### config.mk
export PLATFORM = sky130hd
export DESIGN_NAME = jhe_ram
export DESIGN_NICKNAME = d
export VERILOG_FILES = /design/src/design/assert_macros.svh /design/src/design/jhe_ram.sv
export SDC_FILE = /design/constraint.sdc
export NUM_CORES = 1
export LEC_CHECK = 0
export BUFFER_PORTS_ARGS = -buffer_cell sky130_fd_sc_hd__clkbuf_2
export CELL_PAD_IN_SITES_DETAIL_PLACEMENT = 0
export CELL_PAD_IN_SITES_GLOBAL_PLACEMENT = 1
export CORE_MARGIN = 1
export CORE_UTILIZATION = 45
export DETAILED_ROUTE_END_ITERATION = 16
export PLACE_DENSITY_LB_ADDON = 0.1
export SYNTH_ARGS = -nofsm -noshare
export SYNTH_HDL_FRONTEND = slang
export SYNTH_SLANG_ARGS = --single-unit
### constraint.sdc
create_clock -name clk -period 2.07 [get_ports clk]
set_input_delay 0.1035 -clock clk [delete_from_list [all_inputs] [get_ports clk]]
set_output_delay 0.1035 -clock clk [all_outputs]
set_load 0.01 [all_outputs]
### src/design/assert_macros.svh
// assertion macros shared by the entropy coder modules
`ifndef ASSERT_MACROS_SVH
`define ASSERT_MACROS_SVH
`ifndef SYNTHESIS
`define ASSERT_IMPL(lbl, ante, cons, msg) \
  lbl: assert property (@(posedge clk) disable iff (rst) (ante) |-> (cons)) else $error(msg);
`define ASSERT_NEXT(lbl, ante, cons, msg) \
  lbl: assert property (@(posedge clk) disable iff (rst) (ante) |=> (cons)) else $error(msg);
`else
`define ASSERT_IMPL(lbl, ante, cons, msg)
`define ASSERT_NEXT(lbl, ante, cons, msg)
`endif
`endif

### src/design/jhe_ram.sv
// generic single write port ram with registered read
module jhe_ram #(
  parameter int WIDTH = 8,
  parameter int DEPTH = 16
) (
  input  logic                     clk,
  input  logic                     we,
  input  logic [$clog2(DEPTH)-1:0] waddr,
  input  logic [WIDTH-1:0]         wdata,
  input  logic [$clog2(DEPTH)-1:0] raddr,
  output logic [WIDTH-1:0]         rdata
);
  logic [WIDTH-1:0] mem [DEPTH];

  always_ff @(posedge clk) begin
    if (we) begin
      mem[waddr] <= wdata;
    end
    rdata <= mem[raddr];
  end
endmodule

==> flow_summary_export.csv <==
group,metric,value,unit
timing,tns,0,ns
timing,whs,0.133,ns
final_layout,diodes,0,
outcome,status,"finished clean",
global_routing,grt_max_degree,33,
synth,ys.flop_type,"edfxtp_1",
hold_path,hp-class,"in -> reg",
clocking,cts_buffers,17,
clocking,cts.reportedPaths.clkPinSlew,0.06,ns
timing,timing.final.crit_share,0.670,
final_layout,drive_above_1_share,0.306,
global_routing,gr-total-overflow,0,
final_layout,layout.nets,302,
final_layout,regArea,4000,um^2
timing,min_period,1.39,ns
global_routing,grt_pass1_vias,2489,
power,powerDensity,1030,nW/um^2
hold_path,min_to,"mem[14][5]$_DFFE_PP_",
clocking,cts_setup_buffers,0,
clocking,cts.htree.levels,4,
synth,synth_nets,247,
synth,yosysTopAreaCell,"edfxtp_1",
placement,place_worst_setup_slack,0.424,ns
clocking,cts_tree,"built",
synth,synth-edff-count,128,
global_routing,grt_usage,0.189,
final_layout,fin_util,0.558,
timing,fin_ws,0.683,ns
detailed_routing,via_per_inst,5.53,
synth,synth_area_leaders,"edfxtp_1, mux4_2, mux4_1",
timing,finalHoldViolations,0,
global_routing,grt_pass1_wl,15000,um
global_routing,antenna_found_initial,0,
timing,clock_skew,0.00638,ns
detailed_routing,ant_nets,0,
synth,synthTopCellsByCount,"edfxtp_1, mux4_2, a22oi_1",
critical_path,crit_arrival,1.67,ns
clocking,clock_latency,0.40,ns
synth,yosysSeqAreaShare,0.778,
floorplan,fp.dieW,109,um
clocking,cts_root_buf,"clkbuf_16",
critical_path,rrSetupSlack,0.68,ns
power,power_switching,1.25,mW
detailed_routing,routed_wl,10000,um
critical_path,r2r-end,"rdata[0]$_DFF_P_",
floorplan,initial_utilization,0.469,
power,ir_drop,0.415,mV
synth,synth_cell_types,19,
clocking,clk_path_buf_depth,2,
flow_run,drv_cap,0,
critical_path,worstSetupPathType,"reg -> reg",
detailed_routing,drc,0,
critical_path,reg2regPathDepth,3,
hold_path,min_from,"wdata[5]",
floorplan,pin_count,26,
synth,netlist_area,5150,um^2
critical_path,cp_max_fo,1,
power,comb_power_share,0.046,
power,p_sw_frac,0.197,
critical_path,cpPeakStageDelay,0.50,ns
detailed_routing,num_vias,2415,
final_layout,area_growth,19.1,%
timing,slew_violations,0,
synth,synth.most_common_cell,"edfxtp_1",
final_layout,n_fill_cell,835,
final_layout,stdcell_area,6130,um^2
timing,maxSlewHeadroom,0.689,
synth,ys_seq_elements,136,
floorplan,dieArea,11900,um^2
placement,hpwl,6510,um
power,internal_power,5.10,mW
placement,port_buffers,25,
detailed_routing,wl_per_cell,22.9,um
timing,rsz0062_at_grt,"no",
detailed_routing,dr.pass1.iters,4,
critical_path,path_cells,"mux4_1 > a22oi_1 > nand2_1",
final_layout,multiInputGateArea,1060,um^2
critical_path,cp-startpoint,"mem[1][0]$_DFFE_PP_",
floorplan,rows,38,
synth,avgSynthCellArea,22.5,um^2
critical_path,r2r_start,"mem[1][0]$_DFFE_PP_",
placement,place_area,5540,um^2
power,p_leak,2.10,nW
timing,setup_viol,0,
floorplan,die_y,109,um
synth,ys_async_sr_fraction,0,
placement,place_congestion,0.689,
timing,fmax,721,MHz
clocking,cts.sinks,136,
power,clkPwrFrac,0.465,
synth,yosys.area.top_type_share,0.747,
hold_path,hold_depth,1,
detailed_routing,drtIter0Drc,147,
floorplan,core,11000,um^2
critical_path,worstSetupStartpointType,"register",
critical_path,crit_slowest_cell,"mux4_1",
synth,syn_inst,229,
clocking,ctsHoldBuffers,0,
critical_path,worst_setup_path_end_kind,"register",
power,seqPwrFrac,0.489,
timing,tightest_slew,0.467,ns
clocking,cts_resized,0,
critical_path,worstPathRequired,2.35,ns
synth,yosysWarnings,0,
flip-flops by register name, summed over array words and instances (netlist names):
signal and cells:
rdata 8, mem 128
metal layers:
metal  track usage  wire length [um]  vias up
li1              -                 -     1087
met4        0.0637                76        0
met2         0.302              5080       50
met5             0                 0        -
met3        0.0448               325        7
met1         0.256              4550     1271
worst max-delay path: cells and delay by family, from the launching register on:
family | cells | cell delay [ns]
AO/OA/AOI/OAI | 1 | 0.33
flip-flops | 1 | 0.35
multiplexers | 1 | 0.50
AND/OR/NAND/NOR | 1 | 0.09
power groups by stage:
stage | sequential (mW) | clock (mW) | combinational [mW]
floorplan | 3.16 | 0 | 0.156
global placement | 3.16 | 0 | 0.295
detailed placement | 3.16 | 0 | 0.299
CTS | 3.10 | 3.00 | 0.299
global route | 3.11 | 3.10 | 0.316
finish | 3.10 | 2.95 | 0.291
logic make-up (layout without fill, tap and decap cells):
family | Yosys count | in the layout | share of synthesized area
buf+inv | 10 | 78 | 0.0168
simple gates | 35 | 35 | 0.0318
flops | 136 | 136 | 0.778
compound gates | 16 | 16 | 0.0233
mux | 32 | 32 | 0.150
per-stage QoR:
| stage | std cells | power, mW |
|---|---|---|
| final | 437 | 6.34 |
| after global routing | 437 | 6.53 |
| after CTS | 437 | 6.40 |
| after detailed placement | 405 | 3.46 |
| after global placement | 405 | 3.45 |
| after floorplan | 229 | 3.31 |
how the worst max path moves through the flow:
stage                          end  slack [ns]  depth (start not counted)
5_1_grt           rdata[0]$_DFF_P_        0.68                          3
3_5_place_dp      rdata[0]$_DFF_P_        0.42                          5
6_report          rdata[0]$_DFF_P_        0.68                          3
2_1_floorplan  mem[0][0]$_DFFE_PP_        0.47                          2
4_1_cts           rdata[0]$_DFF_P_        0.67                          3
3_3_place_gp      rdata[0]$_DFF_P_        0.45                          5
cell type report:
cell class / count / area share
Tap cell: 140 / 0.0286
Timing Repair Buffer: 46 / 0.0502
Clock inverter: 12 / 0.0247
Multi-Input combinational cell: 83 / 0.172
Sequential cell: 136 / 0.653
Clock buffer: 20 / 0.0712
cell usage in the layout, fill, tap and decap left out:
| master | netlist | final |
|---|---|---|
| bufinv_16 | 0 | 3 |
| a22oi_1 | 16 | 16 |
| edfxtp_1 | 128 | 128 |
| and2b_1 | 1 | 1 |
| dfxtp_1 | 8 | 8 |
| nor2_1 | 13 | 13 |
| and2_1 | 1 | 1 |
| nand2_1 | 9 | 9 |
| or3b_2 | 1 | 1 |
| clkbuf_16 | 0 | 17 |
| nand3b_1 | 2 | 2 |
| mux4_1 | 14 | 14 |
| nand3_1 | 1 | 1 |
| buf_12 | 0 | 2 |
| clkinv_1 | 0 | 3 |
| clkinv_4 | 0 | 3 |
| clkbuf_1 | 0 | 3 |
| buf_4 | 1 | 19 |
| nand2b_1 | 2 | 2 |
| inv_6 | 0 | 1 |
| mux4_2 | 18 | 18 |
| nor2b_1 | 1 | 1 |
| clkbuf_2 | 0 | 25 |
| nor3_1 | 4 | 4 |
| clkinvlp_4 | 0 | 2 |
Power figures use the tool's default switching activity.
