### src/design/assert_macros.svh
// assertion macros shared by the entropy coder modules
`ifndef ASSERT_MACROS_SVH
`define ASSERT_MACROS_SVH
`ifndef SYNTHESIS
`define ASSERT_IMPL(lbl, ante, cons, msg) \
  lbl: assert property (@(posedge clk) disable iff (rst) (ante) |-> (cons)) else $error(msg);
`define ASSERT_NEXT(lbl, ante, cons, msg) \
  lbl: assert property (@(posedge clk) disable iff (rst) (ante) |=> (cons)) else $error(msg);
`else
`define ASSERT_IMPL(lbl, ante, cons, msg)
`define ASSERT_NEXT(lbl, ante, cons, msg)
`endif
`endif

### src/design/jhe_pkg.sv
// constants and types of the jpeg entropy coder
package jhe_pkg;
  localparam int COEFFS_PER_BLOCK = 64;
  localparam int AC_TABLE_ENTRIES = 256;
  localparam int DC_TABLE_ENTRIES = 12;
  localparam int TABLE_CLASSES = 2;
  localparam int ENTRY_W = 21;
  localparam int DC_DEPTH = DC_TABLE_ENTRIES * TABLE_CLASSES;
  localparam int DC_AW = $clog2(DC_DEPTH);
  localparam int AC_DEPTH = AC_TABLE_ENTRIES * TABLE_CLASSES;
  localparam int AC_AW = $clog2(AC_DEPTH);

  localparam logic [1:0] OP_ENCODE = 2'd0;
  localparam logic [1:0] OP_LOAD = 2'd1;
  localparam logic [1:0] OP_FLUSH = 2'd2;
  localparam logic [1:0] OP_RESTART = 2'd3;

  localparam logic [7:0] SYM_EOB = 8'h00;
  localparam logic [7:0] SYM_ZRL = 8'hF0;
  localparam logic [7:0] BYTE_FF = 8'hFF;
  localparam logic [7:0] BYTE_STUFF = 8'h00;
  localparam logic [5:0] POS_LAST = 6'(COEFFS_PER_BLOCK - 1);
  localparam logic [5:0] RUN_MAX = 6'd63;
  localparam logic [5:0] RUN_ZRL = 6'd16;
  localparam logic [4:0] LEN_MAX = 5'd16;

  typedef struct packed {
    logic bit_valid;
    logic bit_val;
    logic end_valid;
    logic restart;
  } pk_cmd_t;

  typedef struct packed {
    logic       ready;
    logic [2:0] count;
  } pk_stat_t;
endpackage

### src/design/jhe_packer.sv
// bit packer with byte stuffing, byte budget and output register
module jhe_packer (
  input  logic              clk,
  input  logic              rst,
  input  jhe_pkg::pk_cmd_t  cmd,
  output jhe_pkg::pk_stat_t stat,
  input  logic [31:0]       out_limit,
  output logic              out_valid,
  input  logic              out_ready,
  output logic [7:0]        out_byte,
  output logic              last,
  output logic              overflow
);
  import jhe_pkg::*;
  `include "assert_macros.svh"

  localparam logic [1:0] P_IDLE = 2'd0;
  localparam logic [1:0] P_STUFF = 2'd1;
  localparam logic [1:0] P_MARK = 2'd2;

  logic [1:0]  state, state_next;
  logic [6:0]  holdover, holdover_next;
  logic [2:0]  count, count_next;
  logic [31:0] bytes_written, bytes_written_next;
  logic        overflowed, overflowed_next;
  logic        dropped, dropped_next;
  logic        pend_v, pend_v_next;
  logic [7:0]  pend_byte, pend_byte_next;
  logic        out_valid_next, last_next, overflow_next;
  logic [7:0]  out_byte_next;
  logic        can_push, deliver_req;
  logic [7:0]  deliver_byte, byte_new;

  assign can_push = !out_valid || out_ready;
  assign byte_new = {holdover, cmd.bit_val};
  assign stat.ready = (state == P_IDLE) && can_push;
  assign stat.count = count;

  always_comb begin
    state_next = state;
    holdover_next = holdover;
    count_next = count;
    bytes_written_next = bytes_written;
    overflowed_next = overflowed;
    dropped_next = dropped;
    pend_v_next = pend_v;
    pend_byte_next = pend_byte;
    out_valid_next = out_valid && !out_ready;
    out_byte_next = out_byte;
    last_next = last;
    overflow_next = overflow;
    deliver_req = 1'b0;
    deliver_byte = BYTE_STUFF;
    case (state)
      P_IDLE: begin
        if (can_push) begin
          if (cmd.bit_valid) begin
            if (count == 3'd7) begin
              deliver_req = 1'b1;
              deliver_byte = byte_new;
              holdover_next = '0;
              count_next = '0;
              if (byte_new == BYTE_FF) begin
                state_next = P_STUFF;
              end
            end else begin
              holdover_next = {holdover[5:0], cmd.bit_val};
              count_next = count + 3'd1;
            end
          end else if (cmd.end_valid) begin
            if (pend_v) begin
              out_valid_next = 1'b1;
              out_byte_next = pend_byte;
              last_next = !dropped;
              overflow_next = 1'b0;
              pend_v_next = 1'b0;
              if (dropped) begin
                state_next = P_MARK;
              end
            end else if (dropped) begin
              out_valid_next = 1'b1;
              out_byte_next = BYTE_STUFF;
              last_next = 1'b1;
              overflow_next = 1'b1;
              dropped_next = 1'b0;
            end
          end
        end
      end
      P_STUFF: begin
        if (can_push) begin
          deliver_req = 1'b1;
          deliver_byte = BYTE_STUFF;
          state_next = P_IDLE;
        end
      end
      P_MARK: begin
        if (can_push) begin
          out_valid_next = 1'b1;
          out_byte_next = BYTE_STUFF;
          last_next = 1'b1;
          overflow_next = 1'b1;
          dropped_next = 1'b0;
          state_next = P_IDLE;
        end
      end
      default: begin
        state_next = P_IDLE;
      end
    endcase
    if (deliver_req) begin
      if (overflowed || (bytes_written >= out_limit)) begin
        overflowed_next = 1'b1;
        dropped_next = 1'b1;
      end else begin
        bytes_written_next = bytes_written + 32'd1;
        if (pend_v) begin
          out_valid_next = 1'b1;
          out_byte_next = pend_byte;
          last_next = 1'b0;
          overflow_next = 1'b0;
        end
        pend_v_next = 1'b1;
        pend_byte_next = deliver_byte;
      end
    end
    if (cmd.restart) begin
      holdover_next = '0;
      count_next = '0;
      bytes_written_next = '0;
      overflowed_next = 1'b0;
    end
  end

  always_ff @(posedge clk) begin
    if (rst) begin
      state <= P_IDLE;
      holdover <= '0;
      count <= '0;
      bytes_written <= '0;
      overflowed <= 1'b0;
      dropped <= 1'b0;
      pend_v <= 1'b0;
      out_valid <= 1'b0;
    end else begin
      state <= state_next;
      holdover <= holdover_next;
      count <= count_next;
      bytes_written <= bytes_written_next;
      overflowed <= overflowed_next;
      dropped <= dropped_next;
      pend_v <= pend_v_next;
      out_valid <= out_valid_next;
    end
  end

  always_ff @(posedge clk) begin
    pend_byte <= pend_byte_next;
    out_byte <= out_byte_next;
    last <= last_next;
    overflow <= overflow_next;
  end

  `ASSERT_IMPL(a_drop_needs_ovf, (state != P_MARK) && dropped, overflowed, "drop without overflow")
  `ASSERT_NEXT(a_restart_clears, cmd.restart, (bytes_written == 32'd0) && !overflowed, "restart")
endmodule

### config.mk
export PLATFORM = sky130hd
export DESIGN_NAME = jhe_packer
export DESIGN_NICKNAME = d
export VERILOG_FILES = /design/src/design/jhe_pkg.sv /design/src/design/jhe_packer.sv
export VERILOG_INCLUDE_DIRS = /design/src /design/src/design
export SDC_FILE = /design/constraint.sdc
export NUM_CORES = 1
export LEC_CHECK = 0
export BUFFER_PORTS_ARGS = -buffer_cell sky130_fd_sc_hd__buf_2
export CAP_MARGIN = 25
export CORE_MARGIN = 4
export CORE_UTILIZATION = 30
export CTS_CLUSTER_SIZE = 14
export DETAILED_ROUTE_END_ITERATION = 12
export PLACE_DENSITY_LB_ADDON = 0.3
export RECOVER_POWER = 25
export SYNTH_ARGS = -nofsm -noshare
export SYNTH_HDL_FRONTEND = slang
export SYNTH_SLANG_ARGS = --single-unit
### constraint.sdc
create_clock -name clk -period 3.7 [get_ports clk]
set_input_delay 0.555 -clock clk [delete_from_list [all_inputs] [get_ports clk]]
set_output_delay 0.555 -clock clk [all_outputs]
set_load 0.03 [all_outputs]
==> impl_metrics.csv <==
group,metric,value,unit
clocking,ctsResizeCount,0,
floorplanning,coreArea,13200,um^2
pwr,swShare,23.3,%
timing,min_period_over_period,79.8,%
layout,drive_gt1_share,12.2,%
floorplanning,die_w,125,um
clocking,clkTransAtPathRegs,0.06,ns
worst_hold_path,hp-start,"count[2]",
synth,synth.distinct_cells,48,
worst_setup_path,cp_data_required_time,3.96,ns
worst_setup_path,r2r_slack,0.75,ns
clocking,insertion_delay,0.33,ns
layout,fin_nets,619,
floorplanning,dieArea,15500,um^2
timing,hold_slack,0.474,ns
worst_hold_path,holdPathEnd,"count[2]",
synth,avgSynthCellArea,8.15,um^2
pwr,seq_power_share,46.4,%
pwr,p_comb_share,4.8,%
pwr,p_int,1.20,mW
timing,setup_viol,0,
route,antenna_left,0,
clocking,cts_tree,"built",
layout,fillCellCount,1387,
worst_setup_path,max_stage_delay,0.56,ns
pwr,peakVddDrop,0.195,mV
synth,ys_ff_latch,66,
route,wl,10900,um
pwr,p_sw,0.365,mW
timing,fin_setup_tns,0,ns
synth,syn-instance-count,500,
timing,rsz0062_at_grt,"false",
global_route,grt_pass1_wl,18300,um
global_route,grt_max_degree,61,
worst_hold_path,min_path_type,"reg2reg",
worst_setup_path,start_kind,"flop",
placement,gp_congestion,0.766,
synth,async_flop_share,0,%
synth,syn_nets,577,
worst_setup_path,end_kind,"flop",
synth,yosysWarnings,0,
synth,syn_area,4070,um^2
timing,skew,0.00603,ns
timing,final_max_slew_viol_count,0,
timing,max_freq,0.339,GHz
clocking,clockBufferDepth,2,
clocking,clkSinkCount,66,
worst_setup_path,arrival,3.21,ns
worst_setup_path,slowest_stage,"or4_1",
worst_setup_path,crit-reg2reg-launch,"bytes_written[0]",
clocking,cts_buffers,9,
floorplanning,std_cell_rows,42,
route,num_vias,3906,
clocking,root_buffer,"clkbuf_16",
pwr,power_density,330,nW/um^2
worst_hold_path,whs_path_depth,2,
pwr,power.leakage,1.83,nW
job,maxCapViolations,0,
worst_setup_path,cp_max_fo,60,
clocking,post_cts_buffers,0,
global_route,grt_overflow_total,0,
worst_setup_path,reg2reg_depth,9,
clocking,htree_num_levels,3,
status,status,"finished clean",
route,dr.first_iter.drc_count,226,
pwr,clockPowerShare,48.9,%
route,dr.pass1.iters,4,
floorplanning,die_h,125,um
synth,synth.area.top_cells,"dfxtp_1 (29%), ha_1 (12%), a21oi_1 (8.1%)",
worst_setup_path,cp_cell_sequence,"inv_1 > ha_1 > nand2b_1 > a2111o_1 > a31oi_1 > a311oi_4 > buf_4 > or4_1 > a21oi_1",
layout,antennaDiodeCount,0,
synth,synth.largest_area_cell,"dfxtp_1",
synth,yosysTopAreaCellShare,28.5,%
synth,synthFlopType,"dfxtp_1",
timing,period_needed,2.95,ns
global_route,antenna_found_initial,0,
timing,hold_viol,0,
floorplanning,start_util,30.8,%
timing,maxSlewHeadroom,39.5,%
global_route,grt_use_total,14.1,%
route,drc,0,
layout,area_growth,16.5,%
synth,ys_seq_area_share,34.4,%
placement,port_buffers,53,
clocking,holdBufCountCts,0,
global_route,grt_pass1_vias,3738,
worst_setup_path,regToRegEndpoint,"bytes_written[12]",
worst_setup_path,criticalPathCategory,"reg2reg",
floorplanning,ioPinCount,54,
route,routed_via_density,5.40,
synth,synth-edff-count,8,
timing,tightest_slew,0.899,ns
route,wl_per_cell,15.0,um
placement,hpwl,7840,um
## how the worst max path moves through the flow
stage / start / to / slack (ns) / cells after the start
floorplan: out_limit[31] / bytes_written[1] / 0.85 / 10
CTS: bytes_written[0] / bytes_written[12] / 0.76 / 9
global route: bytes_written[0] / pend_byte[7] / 0.53 / 8
detailed placement: out_limit[0] / bytes_written[16] / 0.58 / 9
finish: bytes_written[0] / bytes_written[12] / 0.75 / 9
global placement: out_limit[0] / bytes_written[12] / 0.61 / 9
## cells in the mapped netlist, drive strengths merged, types with 2 or more instances
master,number
nand3,19
o21ai,22
o21a,4
nand2b,3
o31ai,21
or3,6
nor3,6
buf,5
dfxtp,58
a211o,2
ha,38
o211ai,2
nor2,28
nor4,5
o22ai,2
a32o,8
edfxtp,8
a31oi,4
or4,26
or2,3
nand2,37
o41ai,6
and2,10
nor3b,8
o311ai,4
a21oi,66
clkbuf,20
nand4,17
nor2b,2
a31o,2
and3,4
inv,42
## cell families after synthesis
kind of cell | count (synthesis) | share of synthesized area, %
AO/OA/AOI/OAI | 152 | 23.7
AND/OR/NAND/NOR | 176 | 23.7
multiplexers | 1 | 0.246
adder cells (fa/ha/maj) | 38 | 11.7
buffers and inverters | 67 | 6.30
flip-flops | 66 | 34.4
## layout make-up
type / instances / area [um^2] / area share, %
Clock buffer: 9 / 225 / 4.75
Clock inverter: 7 / 36.3 / 0.765
Inverter: 42 / 158 / 3.32
Multi-Input combinational cell: 367 / 2430 / 51.3
Sequential cell: 66 / 1400 / 29.5
Tap cell: 176 / 220 / 4.64
Timing Repair Buffer: 56 / 270 / 5.70
## critical path: cells and delay by family (launching register included)
kind	cells	cell delay [ns]
AOI/OAI and AO/OA	4	1.11
DFF	1	0.36
and+or+nand+nor	2	0.70
adders and majority gates	1	0.27
buffers and inverters	2	0.41
## cells in the final DEF, fill, tap and decap left out, drive strengths merged, types with 2 or more instances in the layout
cell type	netlist	final
o311ai	4	4
o22ai	2	2
buf	5	42
edfxtp	8	8
nand2	37	37
nor2	28	28
a21oi	66	66
clkbuf	20	23
nand4	17	17
a31o	2	2
nand3	19	19
nor2b	2	2
dfxtp	58	58
ha	38	38
inv	42	42
o211ai	2	2
and3	4	4
nor3b	8	8
nor3	6	6
nor4	5	5
or2	3	3
or4	26	26
o41ai	6	6
o21ai	22	22
nand2b	3	3
clkinv	0	6
a32o	8	8
and2	10	10
or3	6	6
a31oi	4	4
o31ai	21	21
o21a	4	4
a211o	2	2
## flip-flops by register name, summed over array words and instances, names as in the netlist
signal         count
bytes_written     32
overflowed         1
state              2
out_valid          1
pend_byte          8
pend_v             1
out_byte           8
last               1
holdover           7
dropped            1
overflow           1
count              3
## metal layers
| metal | wire length [um] | track usage [%] | part of all wire (%) |
|---|---|---|---|
| met5 | 0 | 0 | 0 |
| met4 | 162 | 4.77 | 1.5 |
| met1 | 5480 | 19.9 | 50 |
| met2 | 4750 | 21.4 | 44 |
| met3 | 489 | 2.70 | 4.5 |
## power by group through the flow
stage	combinational, mW	sequential (mW)	clock, mW
2_1_floorplan	0.0399	0.742	0
3_3_place_gp	0.0724	0.740	0
3_5_place_dp	0.0754	0.740	0
4_1_cts	0.0760	0.725	0.776
5_1_grt	0.0867	0.725	0.809
6_report	0.0745	0.725	0.765
## stage by stage
stage	setup slack [ns]	utilization, %	cell area [um^2]	power (mW)	std cells
2_1_floorplan	0.851	-	4070	0.782	500
3_3_place_gp	0.611	34.0	4500	0.813	707
3_5_place_dp	0.585	34.0	4500	0.816	707
4_1_cts	0.760	36.0	4760	1.58	723
5_1_grt	0.527	35.8	4740	1.62	723
6_report	0.749	35.8	4740	1.56	723
Note: power is estimated with default switching activity, not from simulation.
