[src/design/assert_macros.svh]
// assertion macros shared by the entropy coder modules
`ifndef ASSERT_MACROS_SVH
`define ASSERT_MACROS_SVH
`ifndef SYNTHESIS
`define ASSERT_IMPL(lbl, ante, cons, msg) \
  lbl: assert property (@(posedge clk) disable iff (rst) (ante) |-> (cons)) else $error(msg);
`define ASSERT_NEXT(lbl, ante, cons, msg) \
  lbl: assert property (@(posedge clk) disable iff (rst) (ante) |=> (cons)) else $error(msg);
`else
`define ASSERT_IMPL(lbl, ante, cons, msg)
`define ASSERT_NEXT(lbl, ante, cons, msg)
`endif
`endif

[src/design/jhe_pkg.sv]
// constants and types of the jpeg entropy coder
package jhe_pkg;
  localparam int COEFFS_PER_BLOCK = 64;
  localparam int AC_TABLE_ENTRIES = 256;
  localparam int DC_TABLE_ENTRIES = 12;
  localparam int TABLE_CLASSES = 2;
  localparam int ENTRY_W = 21;
  localparam int DC_DEPTH = DC_TABLE_ENTRIES * TABLE_CLASSES;
  localparam int DC_AW = $clog2(DC_DEPTH);
  localparam int AC_DEPTH = AC_TABLE_ENTRIES * TABLE_CLASSES;
  localparam int AC_AW = $clog2(AC_DEPTH);

  localparam logic [1:0] OP_ENCODE = 2'd0;
  localparam logic [1:0] OP_LOAD = 2'd1;
  localparam logic [1:0] OP_FLUSH = 2'd2;
  localparam logic [1:0] OP_RESTART = 2'd3;

  localparam logic [7:0] SYM_EOB = 8'h00;
  localparam logic [7:0] SYM_ZRL = 8'hF0;
  localparam logic [7:0] BYTE_FF = 8'hFF;
  localparam logic [7:0] BYTE_STUFF = 8'h00;
  localparam logic [5:0] POS_LAST = 6'(COEFFS_PER_BLOCK - 1);
  localparam logic [5:0] RUN_MAX = 6'd63;
  localparam logic [5:0] RUN_ZRL = 6'd16;
  localparam logic [4:0] LEN_MAX = 5'd16;

  typedef struct packed {
    logic bit_valid;
    logic bit_val;
    logic end_valid;
    logic restart;
  } pk_cmd_t;

  typedef struct packed {
    logic       ready;
    logic [2:0] count;
  } pk_stat_t;
endpackage

[src/design/jhe_seq.sv]
// sequencer: decodes items, reads code tables and feeds the packer one bit at a time
module jhe_seq (
  input  logic                      clk,
  input  logic                      rst,
  input  logic                      in_valid,
  output logic                      in_ready,
  input  logic [1:0]                op,
  input  logic                      table_class,
  input  logic [5:0]                coeff_pos,
  input  logic signed [11:0]        coeff_value,
  input  logic                      entry_is_ac,
  input  logic [7:0]                entry_index,
  input  logic [15:0]               entry_code,
  input  logic [4:0]                entry_length,
  output logic                      dc_we,
  output logic [jhe_pkg::DC_AW-1:0] dc_waddr,
  output logic [jhe_pkg::DC_AW-1:0] dc_raddr,
  input  logic [jhe_pkg::ENTRY_W-1:0] dc_rdata,
  output logic                      ac_we,
  output logic [jhe_pkg::AC_AW-1:0] ac_waddr,
  output logic [jhe_pkg::AC_AW-1:0] ac_raddr,
  input  logic [jhe_pkg::ENTRY_W-1:0] ac_rdata,
  output logic [jhe_pkg::ENTRY_W-1:0] wdata,
  output jhe_pkg::pk_cmd_t          cmd,
  input  jhe_pkg::pk_stat_t         stat
);
  import jhe_pkg::*;
  `include "assert_macros.svh"

  localparam logic [2:0] S_IDLE = 3'd0;
  localparam logic [2:0] S_DEC = 3'd1;
  localparam logic [2:0] S_ENT = 3'd2;
  localparam logic [2:0] S_SHIFT = 3'd3;
  localparam logic [2:0] S_EXTRA = 3'd4;
  localparam logic [2:0] S_END = 3'd5;

  logic [2:0]  state, state_next, nxt, nxt_next;
  logic        cls, cls_next, use_dc, use_dc_next, eob, eob_next;
  logic [3:0]  cat, cat_next, in_cat;
  logic [10:0] extra, extra_next, mag;
  logic [5:0]  run, run_next;
  logic [15:0] word, word_next;
  logic [4:0]  cnt, cnt_next, len_sat;
  logic [3:0]  bit_idx;
  logic [7:0]  sym;
  logic signed [11:0] v_sat, v_ext;
  logic [16:0] mask;
  logic        acc;

  assign in_ready = (state == S_IDLE);
  assign acc = in_valid && in_ready;

  assign v_sat = (coeff_value == 12'sh800) ? -12'sd2047 : coeff_value;
  assign v_ext = v_sat[11] ? (v_sat - 12'sd1) : v_sat;
  assign mag = v_sat[11] ? 11'(-v_sat) : v_sat[10:0];

  always_comb begin
    in_cat = '0;
    for (int i = 0; i < 11; i++) begin
      if (mag[i]) begin
        in_cat = 4'(i + 1);
      end
    end
  end

  assign len_sat = (entry_length > LEN_MAX) ? LEN_MAX : entry_length;
  assign mask = (17'd1 << len_sat) - 17'd1;
  assign wdata = {entry_code & mask[15:0], len_sat};
  assign dc_we = acc && (op == OP_LOAD) && !entry_is_ac &&
                 (entry_index < 8'(DC_TABLE_ENTRIES));
  assign ac_we = acc && (op == OP_LOAD) && entry_is_ac;
  assign dc_waddr = DC_AW'(table_class) * DC_AW'(DC_TABLE_ENTRIES) + entry_index[DC_AW-1:0];
  assign ac_waddr = {table_class, entry_index};

  assign dc_raddr = DC_AW'(cls) * DC_AW'(DC_TABLE_ENTRIES) + DC_AW'(cat);
  assign sym = eob ? SYM_EOB : ((run > 6'd15) ? SYM_ZRL : {run[3:0], cat});
  assign ac_raddr = {cls, sym};
  assign bit_idx = 4'(cnt - 5'd1);

  always_comb begin
    state_next = state;
    nxt_next = nxt;
    cls_next = cls;
    use_dc_next = use_dc;
    eob_next = eob;
    cat_next = cat;
    extra_next = extra;
    run_next = run;
    word_next = word;
    cnt_next = cnt;
    cmd = '0;
    case (state)
      S_IDLE: begin
        if (acc) begin
          case (op)
            OP_RESTART: begin
              cmd.restart = 1'b1;
              run_next = '0;
            end
            OP_FLUSH: begin
              if (stat.count != 3'd0) begin
                word_next = '1;
                cnt_next = 5'd8 - 5'(stat.count);
                nxt_next = S_END;
                state_next = S_SHIFT;
              end else begin
                state_next = S_END;
              end
            end
            OP_ENCODE: begin
              cls_next = table_class;
              cat_next = in_cat;
              extra_next = v_ext[10:0];
              use_dc_next = 1'b0;
              eob_next = 1'b0;
              if (coeff_pos == 6'd0) begin
                run_next = '0;
                use_dc_next = 1'b1;
                state_next = S_DEC;
              end else if (v_sat == 12'sd0) begin
                if (run < RUN_MAX) begin
                  run_next = run + 6'd1;
                end
                if (coeff_pos == POS_LAST) begin
                  run_next = '0;
                  eob_next = 1'b1;
                  state_next = S_DEC;
                end
              end else begin
                state_next = S_DEC;
              end
            end
            default: begin
            end
          endcase
        end
      end
      S_DEC: begin
        state_next = S_ENT;
        if (use_dc) begin
          nxt_next = S_EXTRA;
        end else if (eob) begin
          nxt_next = S_END;
        end else if (run > 6'd15) begin
          run_next = run - RUN_ZRL;
          nxt_next = S_DEC;
        end else begin
          run_next = '0;
          nxt_next = S_EXTRA;
        end
      end
      S_ENT: begin
        word_next = use_dc ? dc_rdata[ENTRY_W-1:5] : ac_rdata[ENTRY_W-1:5];
        cnt_next = use_dc ? dc_rdata[4:0] : ac_rdata[4:0];
        state_next = S_SHIFT;
      end
      S_SHIFT: begin
        if (cnt == 5'd0) begin
          state_next = nxt;
        end else begin
          cmd.bit_valid = 1'b1;
          cmd.bit_val = word[bit_idx];
          if (stat.ready) begin
            cnt_next = cnt - 5'd1;
          end
        end
      end
      S_EXTRA: begin
        word_next = {5'd0, extra};
        cnt_next = {1'b0, cat};
        nxt_next = S_END;
        state_next = S_SHIFT;
      end
      S_END: begin
        cmd.end_valid = 1'b1;
        if (stat.ready) begin
          state_next = S_IDLE;
        end
      end
      default: begin
        state_next = S_IDLE;
      end
    endcase
  end

  always_ff @(posedge clk) begin
    if (rst) begin
      state <= S_IDLE;
      run <= '0;
    end else begin
      state <= state_next;
      run <= run_next;
    end
  end

  always_ff @(posedge clk) begin
    nxt <= nxt_next;
    cls <= cls_next;
    use_dc <= use_dc_next;
    eob <= eob_next;
    cat <= cat_next;
    extra <= extra_next;
    word <= word_next;
    cnt <= cnt_next;
  end

  `ASSERT_IMPL(a_ent_after_dec, state == S_ENT, $past(state) == S_DEC, "table read order")
  `ASSERT_IMPL(a_idle_no_cmd, in_ready, !cmd.bit_valid && !cmd.end_valid, "command while idle")
endmodule

[config.mk]
export PLATFORM = sky130hd
export DESIGN_NAME = jhe_seq
export DESIGN_NICKNAME = d
export VERILOG_FILES = /design/src/design/jhe_pkg.sv /design/src/design/jhe_seq.sv
export VERILOG_INCLUDE_DIRS = /design/src /design/src/design
export SDC_FILE = /design/constraint.sdc
export NUM_CORES = 1
export LEC_CHECK = 0
export BUFFER_PORTS_ARGS = -buffer_cell sky130_fd_sc_hd__buf_2
export CORE_ASPECT_RATIO = 1.1
export CORE_UTILIZATION = 25
export DETAILED_ROUTE_END_ITERATION = 12
export GPL_ROUTABILITY_DRIVEN = 0
export PLACE_DENSITY = 0.56
export SLEW_MARGIN = 20
export SYNTH_ARGS = -nofsm -noshare
export SYNTH_HDL_FRONTEND = slang
export SYNTH_SLANG_ARGS = --single-unit
[constraint.sdc]
create_clock -name clk -period 3.4 [get_ports clk]
set_clock_uncertainty 0.15 [all_clocks]
set_input_delay 0.68 -clock clk [delete_from_list [all_inputs] [get_ports clk]]
set_output_delay 0.68 -clock clk [all_outputs]
set_load 0.01 [all_outputs]
==> out/qor.yml <==
worstHoldStart: "run[1]$_SDFFE_PP0P_"
numCtsBuffers: 5
drtAntennaViolNets: 0
drc: 0
busiest_layer: "met2"
synth-edff-count: 41
numPortBuffers: 149
rsz0062_at_grt: "no"
synth.top_cell.area_share_pct: 30.2
synth_cells: 475
final_hold_viol_count: 0
yosysTopAreaCell: "edfxtp_1"
reg2reg_slack_ns: 0.72
synth_area_per_cell_sq_um: 8.59
grt_pass1_vias: 3857
cp-start-kind: "primary input"
maxSlewHeadroom_pct: 39.2
fin_crit_ns: 3.18
layout.nets: 718
synthSimpleGateAreaFrac_pct: 23.2
drive_gt1_share_pct: 35.9
h-tree-depth: 2
fmax_ghz: 0.315
crit_fanout: 7
yosysSeqAreaShare_pct: 34.6
ys_warn_count: 0
grt_util_met3_pct: 1.05
syn_to_final_growth_pct: 26.6
place_ws_ns: -0.0369
route.vias.total: 4036
clk_latency_ns: 0.29
io-pin-count: 156
synth_nets: 587
synth_flop_cell: "edfxtp_1"
cp-end-kind: "output port"
cts_root_buf: "clkbuf_16"
die_area_sq_um: 16800
p_leak_nw: 2.08
critPathLaunch: "entry_length[3]"
post_drt_wl_per_cell_um: 14.4
critPathMaxStageDelay_ns: 0.35
placed_area_sq_um: 5000
async_flop_share_pct: 0
antenna_found_initial: 0
diodes: 0
coreArea_sq_um: 15800
synth_area_leaders: "edfxtp_1 (30%), mux2_2 (6.3%), dfxtp_1 (4.4%)"
grt_start_max_net_pins: 24
slew_violations: 0
synth_fa_ha_area_share_pct: 4.05
drtIter0Drc: 293
critical_path_class: "in -> out"
ys_ff_latch: 50
rows: 48
worst_slack_ns: 0.223
crit_required_ns: 2.57
use_met2_pct: 25.8
clkTransAtPathRegs_ns: 0.07
worstHoldPathType: "reg -> reg"
synth.area.mux_share_pct: 9.29
synth_commonest_cells: "nand2_1 (48), nor2_1 (48), edfxtp_1 (41)"
synth_top_family_by_area: "simple AND/OR/NAND/NOR gates"
grt_pass1_wl_um: 18200
via_per_inst: 5.00
cts.repair.resized: 0
p_per_area_nw_per_um2: 480
r2r-start: "cnt[0]$_DFFE_PP_"
track_usage_pct: 13.5
synthXorXnorAreaFrac_pct: 3.01
synth.distinct_cells: 63
cts_tree: "built"
critPathArrivalTime_ns: 2.35
overflow: 0
dpl.hpwl_um: 9230
stdcell_area_sq_um: 5170
period_share_pct: 93.4
tightestPinTransition_ns: 0.900
setup_viol: 0
finalWirelength_um: 11600
clock_path_buffers: 2
crit_path_top_delay_cell: "nor4_2"
postCtsSetupRepairBufs: 0
postCtsHoldBufs: 0
syn_area_sq_um: 4080
grt_util_met1_pct: 14.9
start_util_pct: 25.8
die_w_um: 124
cpMostUsedCell: "buf_2"
cap_violations: 0
die_y_um: 136
drtPass1Iterations: 5
synth_compound_area_share_pct: 18.0
status: "finished clean"
peakVddDrop_v: 0.000244
cts.sinks: 50
worstPathCellList: "buf_2, nor3_2, nand2_1, ha_1, nor4_2, a21oi_1, o21ai_0, and2_1, buf_2"
==> worst paths after layout <==
check / endpoint / cells past startpoint
worst max-delay path: wdata[11] / 9
worst min-delay path: run[1]$_SDFFE_PP0P_ / 2
worst max register to register: state[0]$_SDFFE_PP0P_ / 8
worst min register to register: run[1]$_SDFFE_PP0P_ / 2
==> area by class of cell <==
| class | count | area, sq um |
|---|---|---|
| repair buffers | 172 | 918 |
| fillers | 1646 | 10600 |
| multi-input cells | 359 | 2370 |
| flip-flops and latches | 50 | 1410 |
| inverters | 18 | 67.6 |
| well taps | 200 | 250 |
| clock inverters | 3 | 25.0 |
| clock buffers | 5 | 125 |
==> critical path, delay by kind of cell <==
kind            cells  cell delay (ns)
simple gates        4             0.83
buf+inv             2             0.26
fa+ha+maj           1             0.29
compound gates      2             0.30
==> routing by layer <==
metal	share of wire [%]	vias up
met5	0	-
met4	2.5	0
met3	5.5	19
met2	52	170
met1	40	1868
li1	-	1979
==> where the power goes <==
| part | internal (mW) | total [mW] | leakage [nW] | switching, mW |
|---|---|---|---|---|
| Sequential | 0.836 | 0.943 | 0.421 | 0.106 |
| Combinational | 0.428 | 1.03 | 1.59 | 0.607 |
| Clock | 0.277 | 0.502 | 0.0704 | 0.226 |
==> layout by cell type (no fill, tap or decap), drive strengths merged, types with 16 or more instances in the layout <==
master / netlist / routed
buf: 19 / 172
o21ai: 32 / 32
edfxtp: 41 / 41
nor2: 48 / 48
o22ai: 17 / 17
nor3: 16 / 16
nand2: 48 / 48
mux2: 23 / 23
inv: 17 / 18
a21oi: 21 / 21
==> cell families (layout without fill, tap and decap cells) <==
logic type | count (synthesis) | count (layout)
multiplexers | 30 | 30
buffers and inverters | 66 | 198
adder cells (fa/ha/maj) | 12 | 12
AO/OA/AOI/OAI | 115 | 115
XOR/XNOR | 14 | 14
flip-flops | 50 | 50
AND/OR/NAND/NOR | 188 | 188
==> through the flow <==
stage          std cells  power, mW  setup TNS, ns  hold WS (ns)  utilization, %
2_1_floorplan        475       1.67              0         0.325               -
3_3_place_gp         799       1.97              0         0.343            31.6
3_5_place_dp         799       1.99        -0.0369         0.349            31.6
4_1_cts              807       2.50              0         0.361            32.6
5_1_grt              807       2.64              0         0.393            32.7
6_report             807       2.48              0         0.357            32.7
==> registers in the layout, indices dropped and copies added, names as in the netlist <==
signal,flops
word,16
extra,11
run,6
cnt,5
cat,4
state,3
nxt,2
cls,1
eob,1
use_dc,1
Note: power is estimated with default switching activity, not from simulation.
